`src/hdl/vn_sqrt_stage.sv`:
```
// ----------------------------------------------------------------------------
// vn_sqrt_stage
// One digit-by-digit square root step: two radicand bits in, one root bit out.
// ----------------------------------------------------------------------------
module vn_sqrt_stage #(
	parameter int DATA_WIDTH = 32
) (
	input  logic                    clk,
	input  logic                    en,
	input  logic [2*DATA_WIDTH-1:0] s_i,
	input  logic [DATA_WIDTH+1:0]   rem_i,
	input  logic [DATA_WIDTH-1:0]   root_i,
	output logic [2*DATA_WIDTH-1:0] s_o,
	output logic [DATA_WIDTH+1:0]   rem_o,
	output logic [DATA_WIDTH-1:0]   root_o
);

	localparam int W = DATA_WIDTH;

	logic [W+1:0]   rem_sh, trial;
	logic           take;
	logic [2*W-1:0] s_s1;
	logic [W+1:0]   rem_s1;
	logic [W-1:0]   root_s1;

	assign rem_sh = {rem_i[W-1:0], s_i[2*W-1:2*W-2]};
	assign trial  = {root_i, 2'b01};
	assign take   = rem_sh >= trial;

	always_ff @(posedge clk) begin
		if (en) begin
			s_s1    <= {s_i[2*W-3:0], 2'b00};
			rem_s1  <= take ? (rem_sh - trial) : rem_sh;
			root_s1 <= {root_i[W-2:0], take};
		end
	end

	assign s_o    = s_s1;
	assign rem_o  = rem_s1;
	assign root_o = root_s1;

endmodule

```
`config.mk`:
```
export PLATFORM = sky130hd
export DESIGN_NAME = vn_sqrt_stage
export DESIGN_NICKNAME = d
export VERILOG_FILES = /design/src/hdl/vn_sqrt_stage.sv
export SDC_FILE = /design/constraint.sdc
export NUM_CORES = 1
export LEC_CHECK = 0
export ABC_AREA = 1
export BUFFER_PORTS_ARGS = -buffer_cell sky130_fd_sc_hd__buf_2
export CAP_MARGIN = 5
export CORE_MARGIN = 3
export CORE_UTILIZATION = 40
export DETAILED_ROUTE_END_ITERATION = 10
export PLACE_DENSITY = 0.67
export REMOVE_ABC_BUFFERS = 1
export SETUP_SLACK_MARGIN = 0.1
export SKIP_LAST_GASP = 1
export SLEW_MARGIN = 40
export SYNTH_ARGS = -nofsm -noshare
export SYNTH_HDL_FRONTEND = slang
export SYNTH_SLANG_ARGS = --single-unit
```
`constraint.sdc`:
```
create_clock -name clk -period 2.2 [get_ports clk]
set_clock_uncertainty 0.05 [all_clocks]
set_input_delay 0.11 -clock clk [delete_from_list [all_inputs] [get_ports clk]]
set_output_delay 0.11 -clock clk [all_outputs]
set_load 0.01 [all_outputs]
```
* Yosys cells after proc, flatten, opt, wreduce, memory -nomap -nowiden
Index checks and enable logic that the tools add are counted. W data, S select, Z words.
Operators by class: magnitude comparators 1, add/sub/neg operators 1, multiplexer cells 1
Operator list (number):
- $ge A34 B34 Y1 | 1
- $mux W34 | 1
- $sub A34 B34 Y34 | 1
Word-level totals: register bits 128, word-level logic and storage cells 6, input bits 132

* Logic depth before layout (Yosys ltp)
depth after elaboration 2, depth in mapped cells 16

* Worst setup path before layout
No wires, ideal clock.
kind in2reg, start in root_i[7], end reg rem_s1[25], in the netlist rem_o[25], data pin, stages 13, path buffers 1, data required time 1897 ps, path slack 403 ps, arrival time 1493 ps, setup time 253 ps, cell sequence inv_1 -> ha_1 -> nand2_2 -> inv_2 -> a21oi_1 -> nand3_2 -> nand2_1 -> nand3_2 -> nand2_2 -> nand2_8 -> buf_4 -> nand3_1 -> nand2_1
Between the ends: word-level cells in the longest chain between the ends 2, elaborated cells between the ends (all ways) 3
Ends and longest elaborated chain:
- from (decl) | line 12 | input logic [DATA_WIDTH-1:0] root_i,
- $sub A34 B34 Y34 / $ge A34 B34 Y1 (equally long branches) | line 33, 28
- $mux W34 (*) | line 33 | rem_s1 <= take ? (rem_sh - trial) : rem_sh;
- to (signal assigned) | line 33
- to (decl) | line 23 | logic [W+1:0] rem_s1;
Mark *: on every way between the ends. The rest lies on a longest branch, timed or not. A chain may end at the register's enable or synchronous reset.

* Worst setup path after layout
start in root_i[30], end reg rem_s1[25], in the netlist rem_o[25], data pin
Between the ends: word-level cells in the longest chain between the ends 2
Ends and longest elaborated chain:
- $ge A34 B34 Y1 | line 28 | assign take = rem_sh >= trial;
- $mux W34 | line 33
No other way between the ends.

==> metrics.csv <==
stage,metric,value,unit
grt,wire length of the first global-routing pass,33500,um
sta,Fin. Hold Viols,0,
detailed_routing,1st-iter DRT viols,347,
clock_network,CTS root buf,clkbuf_16,
setup_path,"critical path, cell by cell",dlygate4sd3_1 -> buf_2 -> inv_1 -> ha_4 -> nand2_2 -> nor2_1 -> o21ai_0 -> nand3_1 -> nor2_2 -> nand2_8 -> buf_4 -> nand3_1 -> nand2_1,
floorplanning,CORE AREA,16700,sq um
setup_path,crit end category,flop,
placement,Final HPWL DP,16300,um
synthesis,Mean Syn Cell Area,9.02,sq um
finish,area occupied by multi-input gates,2520,sq um
grt,pin count of the biggest net entering global routing,50,
floorplanning,FP Rows,47,
power,clock network power share,39.2,%
floorplanning,die area,18800,sq um
worst_hold_path,Hold WC Path Type,in -> reg,
setup_path,Crit Path Class,in -> reg,
setup_path,startpoint type of the worst setup path,input port,
setup_path,slowest CP cell,dlygate4sd3_1,
sta,"Slew Viols, Final",0,
synthesis,synthesized area,6880,sq um
synthesis,Post-synth EDFFs,128,
finish,Register Area,3840,sq um
clock_network,Post CTS Setup Buffer Count,0,
placement,Placer Congestion,0.894,
detailed_routing,DRC,0,
sta,setup TNS,0,ns
clock_network,number of CTS-inserted buffers,17,
synthesis,prevailing post-synth register cell,edfxtp_1,
finish,Fill cells,1393,
detailed_routing,Final ANT Viol Nets,0,
setup_path,Worst Path Max Fanout,9,
sta,Max Clk Rate,501,MHz
power,Leak Pwr,5.31,nW
setup_path,crit-path max cell delay,0.53,ns
placement,post-place instance area,8720,sq um
sta,RSZ-0062 raised after global routing,false,
synthesis,#FFs+latches synth,128,
run_status,status,finished clean,
synthesis,largest cells by area after synthesis,"edfxtp_1 (56%), nand2_1 (15%), inv_1 (6.7%)",
power,peak supply drop,0.536,mV
setup_path,worst endpoint required time,2.32,ns
synthesis,cell taking the most area after synthesis,edfxtp_1,
floorplanning,Die X,137,um
sta,setup ws final,0.203,ns
clock_network,CTS H-tree depth,4,
floorplanning,IO Pins,262,
synthesis,Syn. warnings,0,
synthesis,register area share after synthesis,55.9,%
power,cell-internal power,5.64,mW
placement,"worst slack, placed",0.0154,ns
power,Power Density,732,nW/um^2
sta,setup violation total in the final timing report,0,
synthesis,Mapped Cells,762,
detailed_routing,vias after detailed routing,6575,
detailed_routing,via density per instance,4.60,
setup_path,CP most frequent cell,nand3_1,
power,Seq pwr share,38.8,%
setup_path,CP arrival,2.12,ns
detailed_routing,Avg WL per Cell,15.5,um
floorplanning,die height,137,um
finish,nets,1359,
sta,Tmin final,2.00,ns
grt,Tot GR Track Use,23.3,%
synthesis,Synth top area share,55.9,%
clock_network,clk sink count,128,
floorplanning,Initial Util,41.2,%
setup_path,WP buf/inv,4,
power,combinational share of power,22.0,%
grt,number of global-route vias before repair,6514,
flow_run,max-cap viol count,0,
sta,final cycle utilization of the critical path,90.8,%
detailed_routing,first drt pass iteration count,4,
power,switch share,27.6,%
finish,Layout area overhead,54.8,%
grt,initial antenna violation count,3,
clock_network,CTS tree,yes,
clock_network,Clock Path Buffers,2,
power,net switching power,2.15,mW
grt,total grt overflow,0,
synthesis,"Distinct cells, synth",27,
synthesis,asr flop ratio synth,0,%
finish,layout cell share with drive strength beyond 1,28.9,%
clock_network,Clock transition at path regs,0.07,ns
setup_path,Top delay family on crit path,buffers and inverters,
finish,design area,10600,sq um
placement,port buffer count,257,
detailed_routing,final wirelength,22100,um
==> synth_stat cells, drive strengths merged (2+ instances only) <==
cell type	instances
nor4	2
nand3	40
xnor2	4
nor2	57
nor3	4
nand3b	5
o21ai	14
inv	128
edfxtp	128
ha	34
xor2	13
nand4	8
a21oi	29
nand2	282
buf	8
o21bai	3
==> state kept, by name, summed over array words and instances, names as in the netlist <==
register  count
s_o          62
rem_o        34
root_o       32
==> cell usage in the layout, fill, tap and decap left out, types with 2 or more instances in the layout <==
master,n
nand3_1,38
inv_6,3
nand2_2,5
nand3_2,2
ha_4,2
a21oi_1,28
edfxtp_1,128
diode_2,2
o21ai_0,14
bufinv_16,4
xnor2_1,4
nor2_1,50
buf_2,256
nor2_2,7
inv_2,4
nand2_1,276
buf_4,32
dlygate4sd3_1,125
buf_12,5
nand3b_1,5
clkinv_4,4
xor2_1,13
inv_1,123
ha_1,32
clkbuf_16,17
conb_1,2
o21bai_1,3
nand4_1,8
nor3_1,4
==> per-layer routing <==
metal  vias to the layer above  routed length [um]  track usage [%]
met5                         -                  13                0
met4                         2                 363             7.93
met3                        24                1760             6.51
met2                       218               10900             40.6
met1                      3008                9090             27.7
li1                       3323                   -                -
==> layout make-up <==
cell class              count  area share (%)
diodes                      2          0.0470
clock buffers              18            4.03
clock inverters            14            1.93
inverters                 128            4.54
multi-input cells         499            23.7
flip-flops and latches    128            36.1
well taps                 220            2.59
repair buffers            419            27.1
==> power groups by stage <==
stage / registers [mW] / clock network (mW) / logic [mW]
after floorplan: 3.21 / 0 / 0.653
after global placement: 3.07 / 0 / 1.51
after global routing: 3.05 / 3.22 / 1.91
after detailed placement: 3.07 / 0 / 1.53
after CTS: 3.02 / 3.10 / 1.71
final: 3.03 / 3.05 / 1.72
==> worst paths after layout <==
kind,start,end,slack [ns],cells past startpoint
max,root_i[30],rem_o[25]$_DFFE_PP_,0.20,13
min,s_i[62],rem_o[0]$_DFFE_PP_,0.05,4
==> stage by stage <==
stage | total power [mW] | instances | hold WS, ns | util, %
2_1_floorplan | 3.87 | 755 | 0.159 | -
6_report | 7.79 | 1428 | 0.0471 | 63.7
3_3_place_gp | 4.58 | 1269 | 0.237 | 52.2
3_5_place_dp | 4.60 | 1269 | 0.238 | 52.2
4_1_cts | 7.83 | 1426 | 0.0393 | 63.5
5_1_grt | 8.18 | 1428 | 0.0528 | 63.7
==> cells by family (layout without fill, tap and decap cells) <==
group,count (synthesis),in the layout,synth area share (%)
compound gates,47,47,3.62
fa+ha+maj,34,34,6.19
xor+xnor,17,17,2.17
flops,128,128,55.9
other cells,1,4,0.0545
buf+inv,136,579,8.06
simple gates,399,399,24.0
==> what timing repair did <==
action,4_1_cts,5_1_grt
resized for setup,0,5
hold buffers,125,0
endpoints found under the setup margin,0,34
endpoints found under the hold margin,125,0
(Power assumes the default switching activity.)
