### src/hdl/vn_pkg.sv
// ----------------------------------------------------------------------------
// vn_pkg
// Shared constants of the vector normalizer: unit format and register reset.
// ----------------------------------------------------------------------------
package vn_pkg;

	localparam int UNIT_W    = 32;
	localparam int FRAC_BITS = 30;
	localparam int QUOT_W    = FRAC_BITS + 1;
	localparam int CFG_W     = 32;
	localparam int LANES     = 3;

	localparam logic [UNIT_W-1:0] UNIT_ONE      = 32'h4000_0000;
	localparam logic [CFG_W-1:0]  MIN_MAG_RESET = 32'd1;

endpackage

### src/hdl/vn_div_stage.sv
// ----------------------------------------------------------------------------
// vn_div_stage
// One restoring division step of a component by the magnitude.
// ----------------------------------------------------------------------------
module vn_div_stage import vn_pkg::*; #(
	parameter int DATA_WIDTH = 32,
	parameter bit FIRST      = 1'b0
) (
	input  logic                  clk,
	input  logic                  en,
	input  logic [DATA_WIDTH-1:0] mag_i,
	input  logic [DATA_WIDTH:0]   rem_i,
	input  logic [QUOT_W-1:0]     q_i,
	output logic [DATA_WIDTH:0]   rem_o,
	output logic [QUOT_W-1:0]     q_o
);

	localparam int W = DATA_WIDTH;

	logic [W:0]        t;
	logic              take;
	logic [W:0]        rem_s1;
	logic [QUOT_W-1:0] q_s1;

	// integer step compares the component itself, later steps the doubled rest
	assign t    = FIRST ? rem_i : {rem_i[W-1:0], 1'b0};
	assign take = t >= {1'b0, mag_i};

	always_ff @(posedge clk) begin
		if (en) begin
			rem_s1 <= take ? (t - {1'b0, mag_i}) : t;
			q_s1   <= {q_i[QUOT_W-2:0], take};
		end
	end

	assign rem_o = rem_s1;
	assign q_o   = q_s1;

endmodule

### config.mk
export PLATFORM = sky130hd
export DESIGN_NAME = vn_div_stage
export DESIGN_NICKNAME = d
export VERILOG_FILES = /design/src/hdl/vn_pkg.sv /design/src/hdl/vn_div_stage.sv
export SDC_FILE = /design/constraint.sdc
export NUM_CORES = 1
export LEC_CHECK = 0
export ABC_AREA = 1
export BUFFER_PORTS_ARGS = -buffer_cell sky130_fd_sc_hd__buf_2
export CORE_AREA = 2 2 112 114
export CTS_CLUSTER_SIZE = 30
export DETAILED_ROUTE_END_ITERATION = 8
export DIE_AREA = 0 0 114 116
export PLACE_DENSITY = 0.7
export SETUP_SLACK_MARGIN = 0.02
export SLEW_MARGIN = 0
export SYNTH_ARGS = -nofsm -noshare
export SYNTH_HDL_FRONTEND = slang
export SYNTH_SLANG_ARGS = --single-unit
export TNS_END_PERCENT = 5
### constraint.sdc
create_clock -name clk -period 2.85 [get_ports clk]
set_input_delay 0.855 -clock clk [delete_from_list [all_inputs] [get_ports clk]]
set_output_delay 0.855 -clock clk [all_outputs]
set_load 0.01 [all_outputs]
Word level (Yosys, flattened, before mapping)
Index checks and enable logic that the tools add are counted.
{"block": "classes", "addsub": 1, "n_lt_le_gt_ge": 1, "muxes": 1}
{"operator": "greater-or-equal comparator 33 x 32 -> 1 bit", "count": 1}
{"operator": "two-way mux 33 bit", "count": 1}
{"operator": "subtractor 33 x 32 -> 33 bit", "count": 1}
{"block": "totals", "register_bits": 64, "input_bits": 98, "output_inout_bits": 64, "word_cells": 6}

Depth between registers and ports, before layout
Gate-level depths: netlist of the first run.
{"block": "logic_depth", "depth_word": 2, "ltp_mapped": 16, "ltp_nobuf": 16}

Least setup slack after synthesis of the first run
Ideal clock, no wire load.
{"block": "synth_timing", "kind": "in2reg", "start": "input mag_i[8]", "end": "register rem_s1[25], in the netlist rem_o[25] (data pin)", "setup_ns": 0.253, "arrival_time_ns": 2.238, "required_time_ns": 2.597, "setup_slack_ns": 0.359, "path_stages": 15, "n_path_buf": 1, "path_cell_list": "inv_1 > ha_1 > nand2_1 > inv_1 > nand2_1 > nand2_1 > inv_1 > nand3_2 > nand2_2 > nand2_2 > nand2_4 > nand3_4 > buf_6 > nand2_1 > nand2_1"}
{"block": "synth_between", "elab_chain_len": 2, "elab_cells_between_ends": 3, "cone_classes": "add/sub (1); order compare (1); mux (1)"}
{"item": "start, declared", "line": "vn_div_stage.sv:11", "rtl": "input logic [DATA_WIDTH-1:0] mag_i,"}
{"item": "subtractor 33 x 32 -> 33 bit / greater-or-equal comparator 33 x 32 -> 1 bit (equally long branches)", "line": "vn_div_stage.sv:31, vn_div_stage.sv:27"}
{"item": "two-way mux 33 bit *", "line": "vn_div_stage.sv:31", "rtl": "rem_s1 <= take ? (t - {1'b0, mag_i}) : t;"}
{"item": "end signal, assigned", "line": "vn_div_stage.sv:31"}
{"item": "end, declared", "line": "vn_div_stage.sv:22", "rtl": "logic [W:0] rem_s1;"}
Mark *: on every way between the ends. The rest lies on a longest branch, timed or not.
A chain may end at the register's enable or synchronous reset.

Worst setup path in the final report of the first run
{"block": "layout_timing", "start": "input rem_i[24]", "end": "register rem_s1[13], in the netlist rem_o[13] (data pin)"}
{"block": "layout_between", "elab_chain_len": 2}
{"item": "start, declared", "line": "vn_div_stage.sv:12", "rtl": "input logic [DATA_WIDTH:0] rem_i,"}
{"item": "greater-or-equal comparator 33 x 32 -> 1 bit", "line": "vn_div_stage.sv:27", "rtl": "assign take = t >= {1'b0, mag_i};"}
{"item": "two-way mux 33 bit", "line": "vn_div_stage.sv:31"}
Every way passes these cells.

==> run_results.csv, run 1 <==
group,metric,value,unit
outcome,status,"finished, final reports clean",
routing,wl_per_cell,12.6,um
synth,synthTopCellsByArea,"edfxtp_1 36%, nand2_1 21%, inv_1 12%",
floorplanning,io_pins,162,
power,cellLeakagePower,3.86,nW
clock_network,clockBufferDepth,2,
synth,synth_common_cells,"297 x nand2_1, 164 x inv_1, 64 x edfxtp_1",
power,ir_worst_vdd,0.268,mV
routing,drtIter0Drc,303,
floorplanning,rows,40,
clock_network,clk_pin_slew_worst_paths,0.06,ns
timing,fmax,406,MHz
critical_path,crit_fanout,18,
routing,vias,5116,
global_routing,grt_pass1_vias,4756,
synth,yosys_warnings,0,
critical_path,critical_path_required,2.93,ns
place,hpwlAfterDp,11400,um
timing,setup_viol,0,
timing,rsz0062_at_grt,"no",
synth,avgSynthCellArea,6.95,sq um
timing,period_share,86.5,%
synth,syn_inst,761,
global_routing,met3_usage,3.40,%
routing,postRouteAntennaNets,0,
global_routing,antenna_found_initial,0,
power,powerDensity,479,nW/um^2
clock_network,post_cts_resize_count,0,
clock_network,clock-sinks,64,
global_routing,grt-ovfl-total,0,
global_routing,met2_usage,36.2,%
layout,drive_gt1_share,25.5,%
place,dpl_cell_area,6380,sq um
floorplanning,dieArea,13200,sq um
global_routing,grt_max_degree,65,
timing,relSlewSlack,76.3,%
clock_network,ctsHoldBuffers,0,
timing,tns,0,ns
synth,synth_cell_types,30,
floorplanning,die_y,116,um
layout,design_area,6660,sq um
run,maxCapViolCount,0,
global_routing,grt_pass1_wl,22400,um
layout,fin_nets,1069,
global_routing,met1_usage,29.2,%
clock_network,cts_tree,"done",
critical_path,endpoint_kind,"register",
synth,syn-num-nets,892,
clock_network,cts_setup_buffers,0,
floorplanning,die_x,114,um
global_routing,grt_use_total,21.5,%
timing,worst_pin_slew,0.355,ns
timing,post-route-min-period,2.47,ns
layout,nFillCells,1166,
place,io_buffers,159,
routing,viasPerCell,4.69,
routing,drt-pass1-iter-count,5,
critical_path,worstPathArrival,2.54,ns
synth,synth_edf_count,64,
synth,synth_top_area_share,36.4,%
synth,netlist_area,5290,sq um
clock_network,clockRootBuffer,"clkbuf_16",
timing,final_max_slew_viol_count,0,
layout,diodes,0,
place,gp_congestion,0.956,
synth,yosysSeqAreaShare,36.4,%
synth,synth.most_common_cell,"nand2_1",
timing,fin_hold_ws,0.699,ns
floorplanning,coreArea,11900,sq um
timing,hold_viol,0,
synth,yosys_most_used_dff,"edfxtp_1",
worst_hold_path,hold_path.class,"in2reg",
global_routing,grt_busiest_layer,"met2",
layout,area_growth,25.9,%
critical_path,startpoint_type,"primary input",
routing,drc_errors,0,
layout,stdcell_count,1090,
synth,ys_seq_elements,64,
place,dp.cells,1074,
clock_network,cts_inserted_buffers,9,
synth,yosysTopAreaCell,"edfxtp_1",
clock_network,h-tree-depth,3,
routing,wl,13700,um
synth,async_flop_share,0,%
floorplanning,floorplan.initialDensity,44.4,%
critical_path,critPathKind,"in2reg",
[through the flow]
step	setup WS, ns	total power [W]	utilization (%)
6_report	0.384	0.00319	55.9
5_1_grt	0.218	0.00340	55.9
4_1_cts	0.371	0.00321	55.9
3_5_place_dp	0.0401	0.00218	53.5
3_3_place_gp	0.0350	0.00217	53.5
2_1_floorplan	0.359	0.00184	-
[cell type report]
cell class              count  area (sq um)  share of cell area (%)
inverters                 169           634                    9.53
repair buffers            178          1000                    15.0
well taps                 147           184                    2.76
clock inverters             7          56.3                   0.846
multi-input cells         516          2640                    39.6
flip-flops and latches     64          1920                    28.9
clock buffers               9           225                    3.38
[layer usage]
layer	vias up	share of wire, %
met5	-	0
met4	0	1.3
met3	11	6.9
met1	2230	45
met2	168	46
li1	2707	-
[layout by cell type, fill, tap and decap left out, drive strengths merged, types with 8 or more instances in the layout]
cell | synthesis | final
nand4 | 35 | 35
clkbuf | 1 | 9
xor2 | 14 | 14
ha | 32 | 32
nor3 | 8 | 8
edfxtp | 64 | 64
buf | 11 | 178
inv | 169 | 171
a21oi | 21 | 21
nand2 | 323 | 323
nor2 | 39 | 39
nand3 | 31 | 31
[cells by family (layout without fill, tap and decap cells)]
family | Yosys count | in the layout | share of synthesized area, %
simple gates | 444 | 444 | 37.1
buf+inv | 181 | 363 | 13.8
flops | 64 | 64 | 36.4
fa+ha+maj | 33 | 33 | 7.95
compound gates | 24 | 24 | 2.32
xor+xnor | 15 | 15 | 2.49
[final timing paths]
path                  end      start  slack (ns)  depth (start not counted)
max   rem_o[13]$_DFFE_PP_  rem_i[24]        0.38                         10
min      q_o[7]$_DFFE_PP_     q_i[6]        0.70                          1
[critical path, stage by stage]
cell	delay, ns
buf_2	0.11
ha_1	0.39
nand2_1	0.14
nor2_2	0.18
nand2_1	0.12
nor2_2	0.16
nand4_4	0.15
buf_4	0.25
nand4_1	0.11
nand2_1	0.06
[registers in the layout, summed over array words and instances (netlist names)]
signal	flops
rem_o	33
q_o	31
[report_power, final]
part | switching, W | internal [W] | leakage (nW)
clock network | 0.000427 | 0.000597 | 0.136
registers | 0.0000218 | 0.00117 | 0.625
logic | 0.000592 | 0.000377 | 3.10
(Power assumes the default switching activity.)
==> inputs of run 2 (changes only) <==
Settings changed: ABC_AREA 1 to 0, CORE_AREA 2 2 112 114 to 2 2 100 102, DIE_AREA 0 0 114 116 to 0 0 102 104, PLACE_DENSITY 0.7 to 0.73, RECOVER_POWER from default to 25, SLEW_MARGIN 0 to 40.
==> run 2 against run 1 <==
- the flow now finishes with violations (negative setup slack)
- power grew 3.4%
- critical path type unchanged
- sequential power hardly changed
- synthesized cell count down 46%
==> run_results.csv, run 2 <==
group,metric,value,unit
outcome,status,"complete, but fails checks",
outcome,failed_checks,"negative setup slack",
place,gp_congestion,0.862,
synth,yosysTopAreaCell,"edfxtp_1",
critical_path,endpoint_kind,"register",
synth,yosys_most_used_dff,"edfxtp_1",
timing,rsz0062_at_grt,"yes",
layout,diodes,0,
global_routing,grt_max_degree,50,
power,power.switching,0.000978,W
power,power_frac_seq,36.6,%
synth,syn_inst,414,
critical_path,slowest_stage,"o311ai_4",
layout,fin_util,68.6,%
critical_path,startpoint_type,"primary input",
synth,synth.most_common_cell,"edfxtp_1",
timing,relSlewSlack,20.9,%
global_routing,grt-ovfl-total,0,
critical_path,critPathKind,"in2reg",
timing,setup_viol,30,
floorplanning,coreArea,9550,sq um
routing,drtIter0Drc,166,
timing,period_share,104,%
clock_network,clock-sinks,64,
routing,postRouteAntennaNets,0,
synth,yosys_warnings,0,
clock_network,cts_tree,"done",
clock_network,cts_inserted_buffers,9,
critical_path,crit_fanout,7,
global_routing,grt_pass1_wl,19300,um
power,cellLeakagePower,3.10,nW
layout,final_common_cell,"buf_2",
floorplanning,die_y,104,um
place,dp.cells,793,
global_routing,grt_use_total,23.1,%
layout,nFillCells,752,
timing,worst_pin_slew,1.19,ns
timing,post-route-min-period,2.98,ns
timing,tns,-1.94,ns
synth,ys_seq_elements,64,
critical_path,timing.critical_path.mode_cell,"o311ai_4",
synth,yosysSeqAreaShare,45.9,%
synth,synth_top_area_share,45.9,%
power,p_int,0.00232,W
critical_path,crit_buf_inv,3,
global_routing,grt_pass1_vias,4251,
timing,hold_viol,0,
synth,synth_edf_count,64,
routing,vias,4191,
layout,layout_common_cells,"146 x buf_2, 103 x buf_4, 64 x edfxtp_1",
power,p_comb_share,32.9,%
synth,syn-num-nets,545,
critical_path,cp_top_family,"compound AO/OA/AOI/OAI gates",
layout,largest_reg_flops,33,
run,maxCapViolCount,0,
power,ir_worst_vdd,0.213,mV
timing,finalWorstSetupSlack,-0.128,ns
layout,fin_nets,813,
place,dp_slack,-0.574,ns
routing,wl_per_cell,15.3,um
timing,fmax,336,MHz
synth,synth_common_cells,"64 x edfxtp_1, 53 x a21oi_1, 45 x inv_1",
critical_path,worstPathArrival,3.08,ns
floorplanning,floorplan.initialDensity,43.8,%
floorplanning,io_pins,162,
timing,final_max_slew_viol_count,0,
place,io_buffers,159,
clock_network,clk_pin_slew_worst_paths,0.09,ns
floorplanning,die_x,102,um
layout,stdcell_count,820,
routing,drc_errors,0,
power,p_clk_share,30.5,%
floorplanning,dieArea,10600,sq um
worst_hold_path,hold_path.class,"in2reg",
routing,wl,12500,um
power,p_sw_share,29.7,%
critical_path,cp_slowest_stage_delay,0.36,ns
synth,async_flop_share,0,%
routing,drt-pass1-iter-count,5,
synth,synthTopCellsByArea,"edfxtp_1 46%, ha_1 9.6%, a21oi_1 6.3%",
synth,avgSynthCellArea,10.1,sq um
layout,area_growth,56.5,%
critical_path,path_cells,"buf_8, inv_8, ha_4, and3_4, and4_4, o311ai_4, a211oi_4, a21boi_4, o311ai_4, buf_6, mux2_4",
place,hpwlAfterDp,9200,um
clock_network,clockBufferDepth,2,
floorplanning,rows,36,
clock_network,h-tree-depth,3,
synth,synth_cell_types,52,
synth,netlist_area,4190,sq um
power,powerDensity,503,nW/um^2
clock_network,clockRootBuffer,"clkbuf_8",
critical_path,critical_path_required,2.95,ns
global_routing,antenna_found_initial,0,
routing,viasPerCell,5.11,
layout,drive_gt1_share,48.3,%
[run 2: cell count changes after synthesis, sizes merged, moves of 14 or more]
cell and delta:
nand2 -303, inv -124, a21oi +32, nand4 -30
nand3 -21, o21ai +18, xnor2 +14
[run 2: path summary, 6_finish.rpt]
| check | from | to | slack [ns] | cells after the start |
|---|---|---|---|---|
| worst max-delay path | mag_i[11] | rem_o[8]$_DFFE_PP_ | -0.13 | 11 |
| worst min-delay path | q_i[7] | q_o[8]$_DFFE_PP_ | 0.66 | 1 |
[run 2: kinds of logic (layout without fill, tap and decap cells)]
kind of cell,Yosys count,count (layout),share of synthesized area [%]
mux,9,9,2.39
flops,64,64,45.9
xor+xnor,26,26,5.44
buf+inv,55,328,5.56
simple gates,103,103,11.6
compound gates,124,124,19.0
fa+ha+maj,33,33,10.0
[run 2: power by group through the flow]
| stage | combinational [W] | sequential (W) | clock, W |
|---|---|---|---|
| global route | 0.00118 | 0.00122 | 0.00106 |
| global placement | 0.000974 | 0.00122 | 0 |
| detailed placement | 0.000993 | 0.00123 | 0 |
| CTS | 0.00104 | 0.00121 | 0.00102 |
| finish | 0.00108 | 0.00121 | 0.00100 |
| floorplan | 0.000480 | 0.00129 | 0 |
[run 2: repair_timing]
| item | CTS | global route |
|---|---|---|
| setup endpoints to repair | 34 | 34 |
| gates resized for setup | 27 | 29 |
| hold buffers | 0 | 0 |
| pin swaps | 13 | 3 |
| cloned | 2 | 0 |
| buffers inserted | 6 | 3 |
[run 2: through the flow]
stage / hold slack (ns) / cell area, sq um / power, W
6_report: 0.662 / 6550 / 0.00330
5_1_grt: 0.652 / 6550 / 0.00345
4_1_cts: 0.648 / 6390 / 0.00326
3_5_place_dp: 1.03 / 5980 / 0.00222
3_3_place_gp: 1.03 / 5980 / 0.00220
2_1_floorplan: 0.954 / 4340 / 0.00177
[run 2: final cells by class]
class                   instances  area [sq um]  area share [%]
inverters                      45           189            2.88
multi-input cells             295          2320            35.4
well taps                     133           166            2.54
clock buffers                   9           124            1.89
flip-flops and latches         64          1920            29.3
clock inverters                 7           125            1.91
repair buffers                267          1700            26.0
[run 2: routing by layer]
layer  wire length (um)  GRT usage, %  vias up
met2               6460          41.9      157
met3                810          4.50       20
li1                   -             -     2055
met1               5050          26.7     1959
met4                221          7.81        0
met5                  0             0        -
